File: config.mk
export PLATFORM = sky130hd
export DESIGN_NAME = priority_wait_queue
export DESIGN_NICKNAME = d
export VERILOG_FILES = /design/src/rtl/pwq_pkg.sv /design/src/rtl/pwq_cell.sv /design/src/rtl/priority_wait_queue.sv
export SDC_FILE = /design/constraint.sdc
export NUM_CORES = 1
export LEC_CHECK = 0
export BUFFER_PORTS_ARGS = -buffer_cell sky130_fd_sc_hd__buf_2
export CELL_PAD_IN_SITES_DETAIL_PLACEMENT = 1
export CELL_PAD_IN_SITES_GLOBAL_PLACEMENT = 1
export CORE_UTILIZATION = 45
export DETAILED_ROUTE_END_ITERATION = 8
export HOLD_SLACK_MARGIN = 0.05
export PLACE_DENSITY = 0.84
export SYNTH_ARGS = -nofsm -noshare
export SYNTH_HDL_FRONTEND = slang
export SYNTH_SLANG_ARGS = --single-unit
File: constraint.sdc
create_clock -name clk -period 6.4 [get_ports clk]
set_input_delay 1.28 -clock clk [delete_from_list [all_inputs] [get_ports clk]]
set_output_delay 1.28 -clock clk [all_outputs]
set_load 0.02 [all_outputs]
File: src/rtl/pwq_pkg.sv
package pwq_pkg;

    localparam int ACTION_W = 3;
    localparam int TID_W    = 6;
    localparam int PRIO_W   = 5;
    localparam int REASON_W = 3;
    localparam int KIND_W   = 3;
    localparam int CODE_W   = 3;
    localparam int COUNT_W  = 5;

    localparam logic [ACTION_W-1:0] ACT_BLOCK    = 3'd0;
    localparam logic [ACTION_W-1:0] ACT_REMOVE   = 3'd1;
    localparam logic [ACTION_W-1:0] ACT_ADJUST   = 3'd2;
    localparam logic [ACTION_W-1:0] ACT_WAKE_ONE = 3'd3;
    localparam logic [ACTION_W-1:0] ACT_WAKE_ALL = 3'd4;
    localparam logic [ACTION_W-1:0] ACT_PEEK     = 3'd5;

    localparam logic [KIND_W-1:0] KIND_DONE      = 3'd0;
    localparam logic [KIND_W-1:0] KIND_WOKEN     = 3'd1;
    localparam logic [KIND_W-1:0] KIND_EMPTY     = 3'd2;
    localparam logic [KIND_W-1:0] KIND_FULL      = 3'd3;
    localparam logic [KIND_W-1:0] KIND_NOT_FOUND = 3'd4;
    localparam logic [KIND_W-1:0] KIND_DUPLICATE = 3'd5;

    localparam logic [REASON_W-1:0] REASON_POST    = 3'd1;
    localparam logic [REASON_W-1:0] REASON_TIMEOUT = 3'd2;
    localparam logic [REASON_W-1:0] REASON_DESTROY = 3'd3;
    localparam logic [REASON_W-1:0] REASON_OWNER   = 3'd4;

    localparam logic [CODE_W-1:0] CODE_SUCCESS  = 3'd0;
    localparam logic [CODE_W-1:0] CODE_TIMEOUT  = 3'd1;
    localparam logic [CODE_W-1:0] CODE_DESTROY  = 3'd2;
    localparam logic [CODE_W-1:0] CODE_OWNER    = 3'd3;
    localparam logic [CODE_W-1:0] CODE_ABNORMAL = 3'd4;

    typedef enum logic [1:0] {
        CMD_HOLD,
        CMD_INSERT,
        CMD_DELETE,
        CMD_POP
    } cell_cmd_t;

    typedef enum logic [1:0] {
        ST_IDLE,
        ST_EXEC,
        ST_REINS,
        ST_WAKE
    } state_t;

    function automatic logic [CODE_W-1:0] reason_to_code(input logic [REASON_W-1:0] reason);
        logic [CODE_W-1:0] code;
        unique case (reason)
            REASON_POST:    code = CODE_SUCCESS;
            REASON_TIMEOUT: code = CODE_TIMEOUT;
            REASON_DESTROY: code = CODE_DESTROY;
            REASON_OWNER:   code = CODE_OWNER;
            default:        code = CODE_ABNORMAL;
        endcase
        return code;
    endfunction

endpackage

File: src/rtl/pwq_cell.sv
module pwq_cell (
    input  logic                      clk,
    input  logic                      rst_n,
    input  pwq_pkg::cell_cmd_t        cmd,
    input  logic [pwq_pkg::TID_W-1:0] key_tid,
    input  logic [pwq_pkg::PRIO_W-1:0] key_prio,
    input  logic                      left_le,
    input  logic                      left_pre,
    input  logic                      left_valid,
    input  logic [pwq_pkg::TID_W-1:0] left_tid,
    input  logic [pwq_pkg::PRIO_W-1:0] left_prio,
    input  logic                      right_valid,
    input  logic [pwq_pkg::TID_W-1:0] right_tid,
    input  logic [pwq_pkg::PRIO_W-1:0] right_prio,
    output logic                      slot_valid,
    output logic [pwq_pkg::TID_W-1:0] slot_tid,
    output logic [pwq_pkg::PRIO_W-1:0] slot_prio,
    output logic                      le,
    output logic                      pre,
    output logic                      match
);
    import pwq_pkg::*;

    logic              valid_reg, valid_next;
    logic [TID_W-1:0]  tid_reg, tid_next;
    logic [PRIO_W-1:0] prio_reg, prio_next;

    assign match = valid_reg && (tid_reg == key_tid);
    assign le    = valid_reg && (prio_reg <= key_prio);
    // set on the matching cell and every cell behind it
    assign pre   = match || left_pre;

    always_comb
    begin
        valid_next = valid_reg;
        tid_next   = tid_reg;
        prio_next  = prio_reg;
        unique case (cmd)
            CMD_HOLD:
            begin
            end
            CMD_INSERT:
            begin
                if (!le)
                begin
                    if (left_le)
                    begin
                        valid_next = 1'b1;
                        tid_next   = key_tid;
                        prio_next  = key_prio;
                    end
                    else
                    begin
                        valid_next = left_valid;
                        tid_next   = left_tid;
                        prio_next  = left_prio;
                    end
                end
            end
            CMD_DELETE:
            begin
                if (pre)
                begin
                    valid_next = right_valid;
                    tid_next   = right_tid;
                    prio_next  = right_prio;
                end
            end
            CMD_POP:
            begin
                valid_next = right_valid;
                tid_next   = right_tid;
                prio_next  = right_prio;
            end
            default:
            begin
            end
        endcase
    end

    always_ff @(posedge clk or negedge rst_n)
    begin
        if (!rst_n)
        begin
            valid_reg <= 1'b0;
        end
        else
        begin
            valid_reg <= valid_next;
        end
    end

    always_ff @(posedge clk)
    begin
        tid_reg  <= tid_next;
        prio_reg <= prio_next;
    end

    assign slot_valid = valid_reg;
    assign slot_tid   = tid_reg;
    assign slot_prio  = prio_reg;

endmodule

File: src/rtl/priority_wait_queue.sv
// Flow: a taken start moves idle to exec; the result strobe is registered out of exec, or
// out of reins for adjust, which deletes in exec and reinserts in reins. Busy is high
// outside idle, so no new item is taken before the last one is through; wake all stays
// in wake and gives one result per cycle, one per woken task. Results are never held off.
// The cell row does a full insert, delete or head pop as one registered update.
// Reset (rst_n low, async) empties the queue and clears control state.
module priority_wait_queue #(
    parameter int MAX_WAITERS = 16
) (
    input  logic                          clk,
    input  logic                          rst_n,
    input  logic                          start,
    output logic                          busy,
    input  logic [pwq_pkg::ACTION_W-1:0]  action,
    input  logic [pwq_pkg::TID_W-1:0]     task_id,
    input  logic [pwq_pkg::PRIO_W-1:0]    priority_req,
    input  logic [pwq_pkg::REASON_W-1:0]  wake_reason,
    output logic                          result_valid,
    output logic [pwq_pkg::KIND_W-1:0]    kind,
    output logic [pwq_pkg::TID_W-1:0]     out_task,
    output logic [pwq_pkg::PRIO_W-1:0]    out_priority,
    output logic [pwq_pkg::CODE_W-1:0]    wake_code,
    output logic [pwq_pkg::COUNT_W-1:0]   waiting_count,
    output logic                          last
);
    import pwq_pkg::*;

    localparam int N  = MAX_WAITERS;
    localparam int CW = $clog2(MAX_WAITERS + 1);

    state_t              state_reg, state_next;
    logic [ACTION_W-1:0] op_reg, op_next;
    logic [TID_W-1:0]    id_reg, id_next;
    logic [PRIO_W-1:0]   prio_reg, prio_next;
    logic [CODE_W-1:0]   code_reg, code_next;
    logic [CW-1:0]       occ_reg, occ_next;

    logic                strobe_reg, strobe_next;
    logic [KIND_W-1:0]   kind_reg, kind_next;
    logic [TID_W-1:0]    otid_reg, otid_next;
    logic [PRIO_W-1:0]   oprio_reg, oprio_next;
    logic [CODE_W-1:0]   ocode_reg, ocode_next;
    logic [CW-1:0]       ocnt_reg, ocnt_next;
    logic                last_reg, last_next;

    cell_cmd_t           cmd;
    logic [N-1:0]        v, le, pre, match;
    logic [TID_W-1:0]    tid  [N];
    logic [PRIO_W-1:0]   prio [N];
    logic                any_match;
    logic [CW+COUNT_W-1:0] cnt_ext;

    assign any_match = |match;

    for (genvar i = 0; i < N; i++)
    begin : g_cell
        logic              l_le, l_pre, l_valid, r_valid;
        logic [TID_W-1:0]  l_tid, r_tid;
        logic [PRIO_W-1:0] l_prio, r_prio;

        if (i == 0)
        begin : g_head
            assign l_le    = 1'b1;
            assign l_pre   = 1'b0;
            assign l_valid = 1'b0;
            assign l_tid   = '0;
            assign l_prio  = '0;
        end
        else
        begin : g_mid
            assign l_le    = le[i-1];
            assign l_pre   = pre[i-1];
            assign l_valid = v[i-1];
            assign l_tid   = tid[i-1];
            assign l_prio  = prio[i-1];
        end

        if (i == N - 1)
        begin : g_tail
            assign r_valid = 1'b0;
            assign r_tid   = '0;
            assign r_prio  = '0;
        end
        else
        begin : g_body
            assign r_valid = v[i+1];
            assign r_tid   = tid[i+1];
            assign r_prio  = prio[i+1];
        end

        pwq_cell u_cell (
            .clk         (clk),
            .rst_n       (rst_n),
            .cmd         (cmd),
            .key_tid     (id_reg),
            .key_prio    (prio_reg),
            .left_le     (l_le),
            .left_pre    (l_pre),
            .left_valid  (l_valid),
            .left_tid    (l_tid),
            .left_prio   (l_prio),
            .right_valid (r_valid),
            .right_tid   (r_tid),
            .right_prio  (r_prio),
            .slot_valid  (v[i]),
            .slot_tid    (tid[i]),
            .slot_prio   (prio[i]),
            .le          (le[i]),
            .pre         (pre[i]),
            .match       (match[i])
        );
    end

    always_comb
    begin
        state_next  = state_reg;
        op_next     = op_reg;
        id_next     = id_reg;
        prio_next   = prio_reg;
        code_next   = code_reg;
        occ_next    = occ_reg;
        cmd         = CMD_HOLD;
        strobe_next = 1'b0;
        kind_next   = KIND_DONE;
        otid_next   = '0;
        oprio_next  = '0;
        ocode_next  = '0;
        last_next   = 1'b1;

        unique case (state_reg)
            ST_IDLE:
            begin
                if (start)
                begin
                    op_next     = action;
                    id_next     = task_id;
                    prio_next   = priority_req;
                    code_next   = reason_to_code(wake_reason);
                    state_next  = ST_EXEC;
                end
            end
            ST_EXEC:
            begin
                strobe_next = 1'b1;
                state_next  = ST_IDLE;
                unique case (op_reg)
                    ACT_BLOCK:
                    begin
                        if (any_match)
                        begin
                            kind_next = KIND_DUPLICATE;
                        end
                        else if (occ_reg == CW'(MAX_WAITERS))
                        begin
                            kind_next = KIND_FULL;
                        end
                        else
                        begin
                            cmd      = CMD_INSERT;
                            occ_next = occ_reg + 1'b1;
                        end
                    end
                    ACT_REMOVE, ACT_ADJUST:
                    begin
                        if (!any_match)
                        begin
                            kind_next = KIND_NOT_FOUND;
                        end
                        else
                        begin
                            cmd      = CMD_DELETE;
                            occ_next = occ_reg - 1'b1;
                            if (op_reg == ACT_ADJUST)
                            begin
                                strobe_next = 1'b0;
                                state_next  = ST_REINS;
                            end
                        end
                    end
                    ACT_WAKE_ONE, ACT_WAKE_ALL:
                    begin
                        if (occ_reg == '0)
                        begin
                            kind_next = KIND_EMPTY;
                        end
                        else
                        begin
                            cmd        = CMD_POP;
                            occ_next   = occ_reg - 1'b1;
                            kind_next  = KIND_WOKEN;
                            otid_next  = tid[0];
                            oprio_next = prio[0];
                            ocode_next = code_reg;
                            last_next  = (op_reg == ACT_WAKE_ONE) || (occ_reg == CW'(1));
                            if (!last_next)
                            begin
                                state_next = ST_WAKE;
                            end
                        end
                    end
                    ACT_PEEK:
                    begin
                        if (occ_reg == '0)
                        begin
                            kind_next = KIND_EMPTY;
                        end
                        else
                        begin
                            otid_next  = tid[0];
                            oprio_next = prio[0];
                        end
                    end
                    default:
                    begin
                    end
                endcase
            end
            ST_REINS:
            begin
                cmd         = CMD_INSERT;
                occ_next    = occ_reg + 1'b1;
                strobe_next = 1'b1;
                state_next  = ST_IDLE;
            end
            ST_WAKE:
            begin
                cmd         = CMD_POP;
                occ_next    = occ_reg - 1'b1;
                strobe_next = 1'b1;
                kind_next   = KIND_WOKEN;
                otid_next   = tid[0];
                oprio_next  = prio[0];
                ocode_next  = code_reg;
                last_next   = (occ_reg == CW'(1));
                if (last_next)
                begin
                    state_next = ST_IDLE;
                end
            end
            default:
            begin
                state_next = ST_IDLE;
            end
        endcase
        ocnt_next = occ_next;
    end

    always_ff @(posedge clk or negedge rst_n)
    begin
        if (!rst_n)
        begin
            state_reg  <= ST_IDLE;
            occ_reg    <= '0;
            strobe_reg <= 1'b0;
        end
        else
        begin
            state_reg  <= state_next;
            occ_reg    <= occ_next;
            strobe_reg <= strobe_next;
        end
    end

    always_ff @(posedge clk)
    begin
        op_reg    <= op_next;
        id_reg    <= id_next;
        prio_reg  <= prio_next;
        code_reg  <= code_next;
        kind_reg  <= kind_next;
        otid_reg  <= otid_next;
        oprio_reg <= oprio_next;
        ocode_reg <= ocode_next;
        ocnt_reg  <= ocnt_next;
        last_reg  <= last_next;
    end

    assign cnt_ext       = {{COUNT_W{1'b0}}, ocnt_reg};
    assign busy          = (state_reg != ST_IDLE);
    assign result_valid  = strobe_reg;
    assign kind          = kind_reg;
    assign out_task      = otid_reg;
    assign out_priority  = oprio_reg;
    assign wake_code     = ocode_reg;
    assign waiting_count = cnt_ext[COUNT_W-1:0];
    assign last          = last_reg;

endmodule
Word level (Yosys, flattened, before mapping) --
Index checks and enable logic that the tools add are counted.
Storage, ports and cells: input port bits 20, register bits 240, output and inout port bits 25, logic and storage cells 455
Operators by class: reduce and logical (&&, ||, !) cells 76, $lt $le $gt $ge 16, equality and inequality tests 67, mux-type cells 233, $add $sub $neg 2
Operator list (number):
- 6-bit 2-to-1 mux | 49
- 6-bit one-hot mux with 3 select lines | 16
- 5-bit one-hot mux with 3 select lines | 18
- 5-bit 2-to-1 mux | 53
- 6-bit == test | 16
- 5-bit less-or-equal comparator | 16
- 1-bit 2-to-1 mux | 54
- 1-bit one-hot mux with 3 select lines | 16
- 3-bit AND reduction | 16
- 2-bit != test (second input constant) | 18
- 1-bit logical AND | 32
- 2-bit by 1-bit != test with 1-bit output (second input constant) | 16
- 3-bit one-hot mux with 4 select lines | 2
- 2-bit 2-to-1 mux | 11
- 1-bit logical OR | 16
- 16-bit OR reduction | 1
- 3-bit by 2-bit == test with 1-bit output (second input constant) | 4
- 3-bit 2-to-1 mux | 4
- 2-bit one-hot mux with 3 select lines | 2
- 3-bit one-hot mux with 2 select lines | 2
- 6-bit one-hot mux with 2 select lines | 1
- 5-bit one-hot mux with 2 select lines | 1
- 3-bit == test (second input constant) | 3
- 2-bit == test (second input constant) | 4
- 17 further kinds | 23

Logic depth before layout (Yosys ltp) --
depth in word-level cells 19, gate-level depth with buffers 15, depth with buffers taken out 11

Cells and area by module --
Synthesis repeated with hierarchy kept, for this count alone.
Unflattened totals: cell total of the unflattened synthesis 1645, area total of the unflattened synthesis 15987.8 um^2
Modules (own cells, without submodules):
- pwq_cell | instances 16, cells each 89, seq. area each 355.3 um^2, area an instance 858.3 um^2
- priority_wait_queue | instances 1, cells each 221, seq. area each 1171.1 um^2, area an instance 2254.7 um^2

Worst setup path before layout --
Ideal clock, no wire load.
path kind register to register, from reg prio_reg[1], to reg g_cell[7].u_cell.valid_reg, data arrival time 3.544 ns, library setup time 0.125 ns, data required time 6.275 ns, buffers on the path 1, cell stages (with the launch flop) 13, path slack 2.731 ns, period minus slack after synthesis 3.669 ns, path through edfxtp_1 clkbuf_1 clkinv_1 ha_1 nor2b_1 o21a_1 o21ai_0 nand2b_1 a21oi_1 o21ai_1 nor2_1 a311oi_2 mux2_2
On the way: word-level cells in the longest chain between the ends 5, elaborated cells on any way between the ends 9, those cells by class 2 x order compare; 1 x eq/ne; 3 x mux; 3 x reduce/logical
Ends and longest elaborated chain:
- start: declaration | line priority_wait_queue.sv:34 | logic [PRIO_W-1:0] prio_reg, prio_next;
- start signal: assignment | line priority_wait_queue.sv:268 | prio_reg <= prio_next;
- 5-bit less-or-equal comparator | line pwq_cell.sv:29 | assign le = valid_reg && (prio_reg <= key_prio);
- 1-bit logical AND | line pwq_cell.sv:29
- 1-bit 2-to-1 mux | line pwq_cell.sv:46 | if (left_le)
- 1-bit 2-to-1 mux | line pwq_cell.sv:44 | if (!le)
- 1-bit one-hot mux with 3 select lines | line pwq_cell.sv:38 | unique case (cmd)
- end signal: assignment | line pwq_cell.sv:89 | valid_reg <= valid_next;
- end: declaration | line pwq_cell.sv:24 | logic valid_reg, valid_next;
Parallel ways exist; a longest one is shown, timed or not. The select of a mux whose other input is x is not followed. A chain may end at the register's enable or synchronous reset.

Final worst setup path --
from reg id_reg[1], to reg g_cell[11].u_cell.prio_reg[4] (enable)
On the way: word-level cells in the longest chain between the ends 15, elaborated cells on any way between the ends 55, those cells by class 21 x eq/ne; 4 x mux; 30 x reduce/logical
Ends and longest elaborated chain:
- start: declaration | line priority_wait_queue.sv:33 | logic [TID_W-1:0] id_reg, id_next;
- start signal: assignment | line priority_wait_queue.sv:267 | id_reg <= id_next;
- parallel branches: the longest is 14 deep, another holds 16-bit OR reduction
- 3-bit AND reduction (no source line) (*)
- end signal: assignment | line pwq_cell.sv:96 | prio_reg <= prio_next;
- end: declaration | line pwq_cell.sv:26 | logic [PRIO_W-1:0] prio_reg, prio_next;
Every way passes the cells marked *.

==> impl_metrics.tcl <==
set metrics [dict create \
    cts_tree "done" \
    internal-power_mw 4.07 \
    hold_buffers 0 \
    via_density_per_instance 5.98 \
    sequentialPowerShare_pct 39.4 \
    postSynthRegisterBits 240 \
    cts.repair_timing.setup_buffer_count 0 \
    final_cells 2004 \
    rr_startpoint "id_reg[1]$_DFFE_PP_" \
    share_clk_of_total_power_pct 27.0 \
    worst_skew_pair.late_latency_ns 0.55 \
    initial_antenna_violation_count 0 \
    finalSetupViolCount 0 \
    global_route.overflow_total 0 \
    grt_pass1_wl_um 72200 \
    swShare_pct 37.1 \
    cp_max_fanout 95 \
    detailedPlacementHpwl_um 31200 \
    postSynth.asyncResetShare_pct 10.0 \
    tightestPinTransition_ns 1.16 \
    synthTopCellsByArea "sky130_fd_sc_hd__edfxtp_1, sky130_fd_sc_hd__mux2i_1, sky130_fd_sc_hd__ha_1" \
    max-clock-path-buffers 3 \
    first_pass_iteration_count_of_the_detailed_router 5 \
    ys.flop_type "sky130_fd_sc_hd__edfxtp_1" \
    largest_register_ff_count 96 \
    layout-drive-gt1-share_pct 10.3 \
    chipHeight_um 186 \
    total_of_warnings_raised_by_yosys 0 \
    post-route-cell-area_sq_um 16800 \
    grtUsageTotal_pct 26.1 \
    outcome "complete, no violations" \
    timing.hold.worst.class "reg -> reg" \
    critical_path_startpoint_category "flop" \
    fmax_mhz 208 \
    diodes 0 \
    syn-mean-instance-area_sq_um 9.99 \
    chipWidth_um 186 \
    timing_max_transition_violations_final 0 \
    net_count_after_synthesis 1636 \
    startpoint "id_reg[1]$_DFFE_PP_" \
    hold_path_startpoint "code_reg[1]$_DFFE_PP_" \
    fillers 3707 \
    total_power_mw 6.48 \
    timing.setup.tns_ns 0 \
    pin_count 45 \
    floorplan.initialDensity_pct 45.7 \
    timing_hold_violations_final 0 \
    gp_congestion 0.883 \
    unrepaired_setup_endpoints_after_global_routing "no" \
    synthMostInstantiatedCell "sky130_fd_sc_hd__nand2_1" \
    static-leakage-power_nw 6.20 \
    synth.yosys.seq_area_share_pct 44.8 \
    post_cts_resized 0 \
    maximum_level_of_the_cts_h_tree 1 \
    route.detailed.drc 0 \
    cp.required_ns 6.58 \
    rows 67 \
    total_switching_power_mw 2.41 \
    drv_cap 0 \
    drt_wl_total_um 45500 \
    drt-initial-drc-count 865 \
    postRouteAntennaNets 0 \
    whs_ns 0.486 \
    via_count 12000 \
    final.setup_skew_ns 0.0174 \
    dpl_cell_area_sq_um 15700 \
    synth_top_area_share_pct 37.8 \
    slew_headroom_pct 22.8 \
    worstSetupPathType "reg -> reg" \
    synth.top_cells.by_count "sky130_fd_sc_hd__nand2_1, sky130_fd_sc_hd__edfxtp_1, sky130_fd_sc_hd__mux2i_1" \
    cts_root_buf "sky130_fd_sc_hd__clkbuf_16" \
    synth-edff-count 193 \
    cellPowerDensity_nw_per_um2 386 \
    clkSlewWorstSetupHoldPaths_ns 0.06 \
    final_period_minus_worst_setup_slack_ns 4.80 \
    yosysTopAreaCell "sky130_fd_sc_hd__edfxtp_1" \
    flow.area_growth_from_synthesis_pct 9.54 \
    postSynthCellCount 1533 \
    placeableCoreArea_sq_um 33500 \
    cts.sinks 240 \
    ir_drop_mv 0.227 \
    cts_buffers 29 \
    cp-end-kind "flop" \
    design.die.area_sq_um 34800 \
    placed_cells_incl_taps 1951 \
    first_global_vias 12600 \
    final.period_utilization_pct 75.0 \
    drt-wirelength-per-cell_um 22.7 \
    num-nets-final 1637 \
    ys_types 81 \
    grt_start_max_net_pins 96 \
    comb_power_share_pct 33.6 \
    port_buffer_count 44 \
    timing.critical_path.arrival_ns 4.98 \
    synthesized_area_sq_um 15300 \
]
## final timing paths
check | end | slack, ns | depth (start not counted)
hold / removal | wake_code[1]$_DFF_P_ | 0.49 | 1
setup reg to reg | g_cell[11].u_cell.slot_prio[4]$_DFFE_PP_ | 1.60 | 10
max in group asynchronous | g_cell[11].u_cell.slot_valid$_DFFE_PN0P_ | 5.00 | 1
setup / recovery | g_cell[11].u_cell.slot_prio[4]$_DFFE_PP_ | 1.60 | 10
min in group asynchronous | state_reg[0]$_DFFE_PN0P_ | 0.85 | 1
hold reg to reg | wake_code[1]$_DFF_P_ | 0.49 | 1
## critical path, cell delays in order, from the launching register on
cell                       delay, ns
sky130_fd_sc_hd__edfxtp_1       0.98
sky130_fd_sc_hd__buf_4          0.29
sky130_fd_sc_hd__xnor2_1        0.15
sky130_fd_sc_hd__nand4_1        0.13
sky130_fd_sc_hd__nor4_1         0.55
sky130_fd_sc_hd__nor4_4         0.16
sky130_fd_sc_hd__nand4_4        0.24
sky130_fd_sc_hd__a31o_4         0.86
sky130_fd_sc_hd__buf_4          0.51
sky130_fd_sc_hd__nand2b_1       0.14
sky130_fd_sc_hd__nand2_1        0.38
## stage by stage
step,worst slack [ns],util (%)
floorplan,2.73,-
global placement,1.99,47.0
detailed placement,1.68,47.0
CTS,1.65,50.0
global route,1.41,50.0
finish,1.60,50.0
## logic make-up after synthesis
group                      synth area share (%)
and+or+nand+nor                            15.3
AOI/OAI and AO/OA                          12.8
DFF                                        44.8
muxes                                      9.78
buffers and inverters                      4.85
xor gates and xnor gates                   5.66
adders and majority gates                  6.85
## area by class of cell
| type | instances | area (sq um) | share of cell area, % |
|---|---|---|---|
| sequential | 240 | 6860 | 40.9 |
| multi-input combinational | 1157 | 7750 | 46.2 |
| clock inverter | 11 | 111 | 0.664 |
| tap | 448 | 561 | 3.34 |
| clock buffer | 42 | 918 | 5.47 |
| inverter | 31 | 116 | 0.694 |
| timing repair buffer | 75 | 465 | 2.77 |
## layout by cell type (no fill, tap or decap), drive strengths merged, types with 3 or more instances in the layout
| cell type | Yosys | routed |
|---|---|---|
| nand2 | 263 | 263 |
| edfxtp | 193 | 193 |
| o21ai | 191 | 191 |
| mux2i | 138 | 138 |
| ha | 83 | 83 |
| buf | 48 | 75 |
| nor2 | 67 | 67 |
| a21oi | 65 | 65 |
| xor2 | 50 | 50 |
| xnor2 | 49 | 49 |
| clkbuf | 57 | 42 |
| nand3 | 32 | 32 |
| inv | 26 | 28 |
| nand2b | 25 | 25 |
| dfrtp | 24 | 24 |
| dfxtp | 23 | 23 |
| nand4 | 23 | 23 |
| o21a | 20 | 20 |
| nor2b | 17 | 17 |
| nor4 | 17 | 17 |
| and2 | 14 | 14 |
| a211oi | 13 | 13 |
| o22ai | 12 | 12 |
| clkinv | 5 | 11 |
| mux2 | 10 | 10 |
| or4 | 6 | 6 |
| or2 | 5 | 5 |
| and3 | 4 | 4 |
| nor3 | 4 | 4 |
| a31oi | 4 | 4 |
| a31o | 4 | 4 |
| o211ai | 3 | 3 |
| o22a | 3 | 3 |
| a22oi | 3 | 3 |
## power by group through the flow
stage | clock network [mW] | logic, mW | registers (mW)
after floorplan | 0 | 1.65 | 2.40
after global placement | 0 | 2.01 | 2.55
after detailed placement | 0 | 2.14 | 2.57
after CTS | 1.78 | 2.17 | 2.55
after global routing | 1.83 | 2.39 | 2.59
final | 1.75 | 2.18 | 2.55
## layer usage
metal / GRT usage [%] / up-vias / routed length, um
li1: - / 5506 / -
met1: 34.5 / 5984 / 19700
met2: 43.7 / 397 / 21800
met3: 3.72 / 96 / 2580
met4: 8.86 / 0 / 1530
met5: 0 / - / 0
No activity file was read; power rests on OpenSTA's default activity.
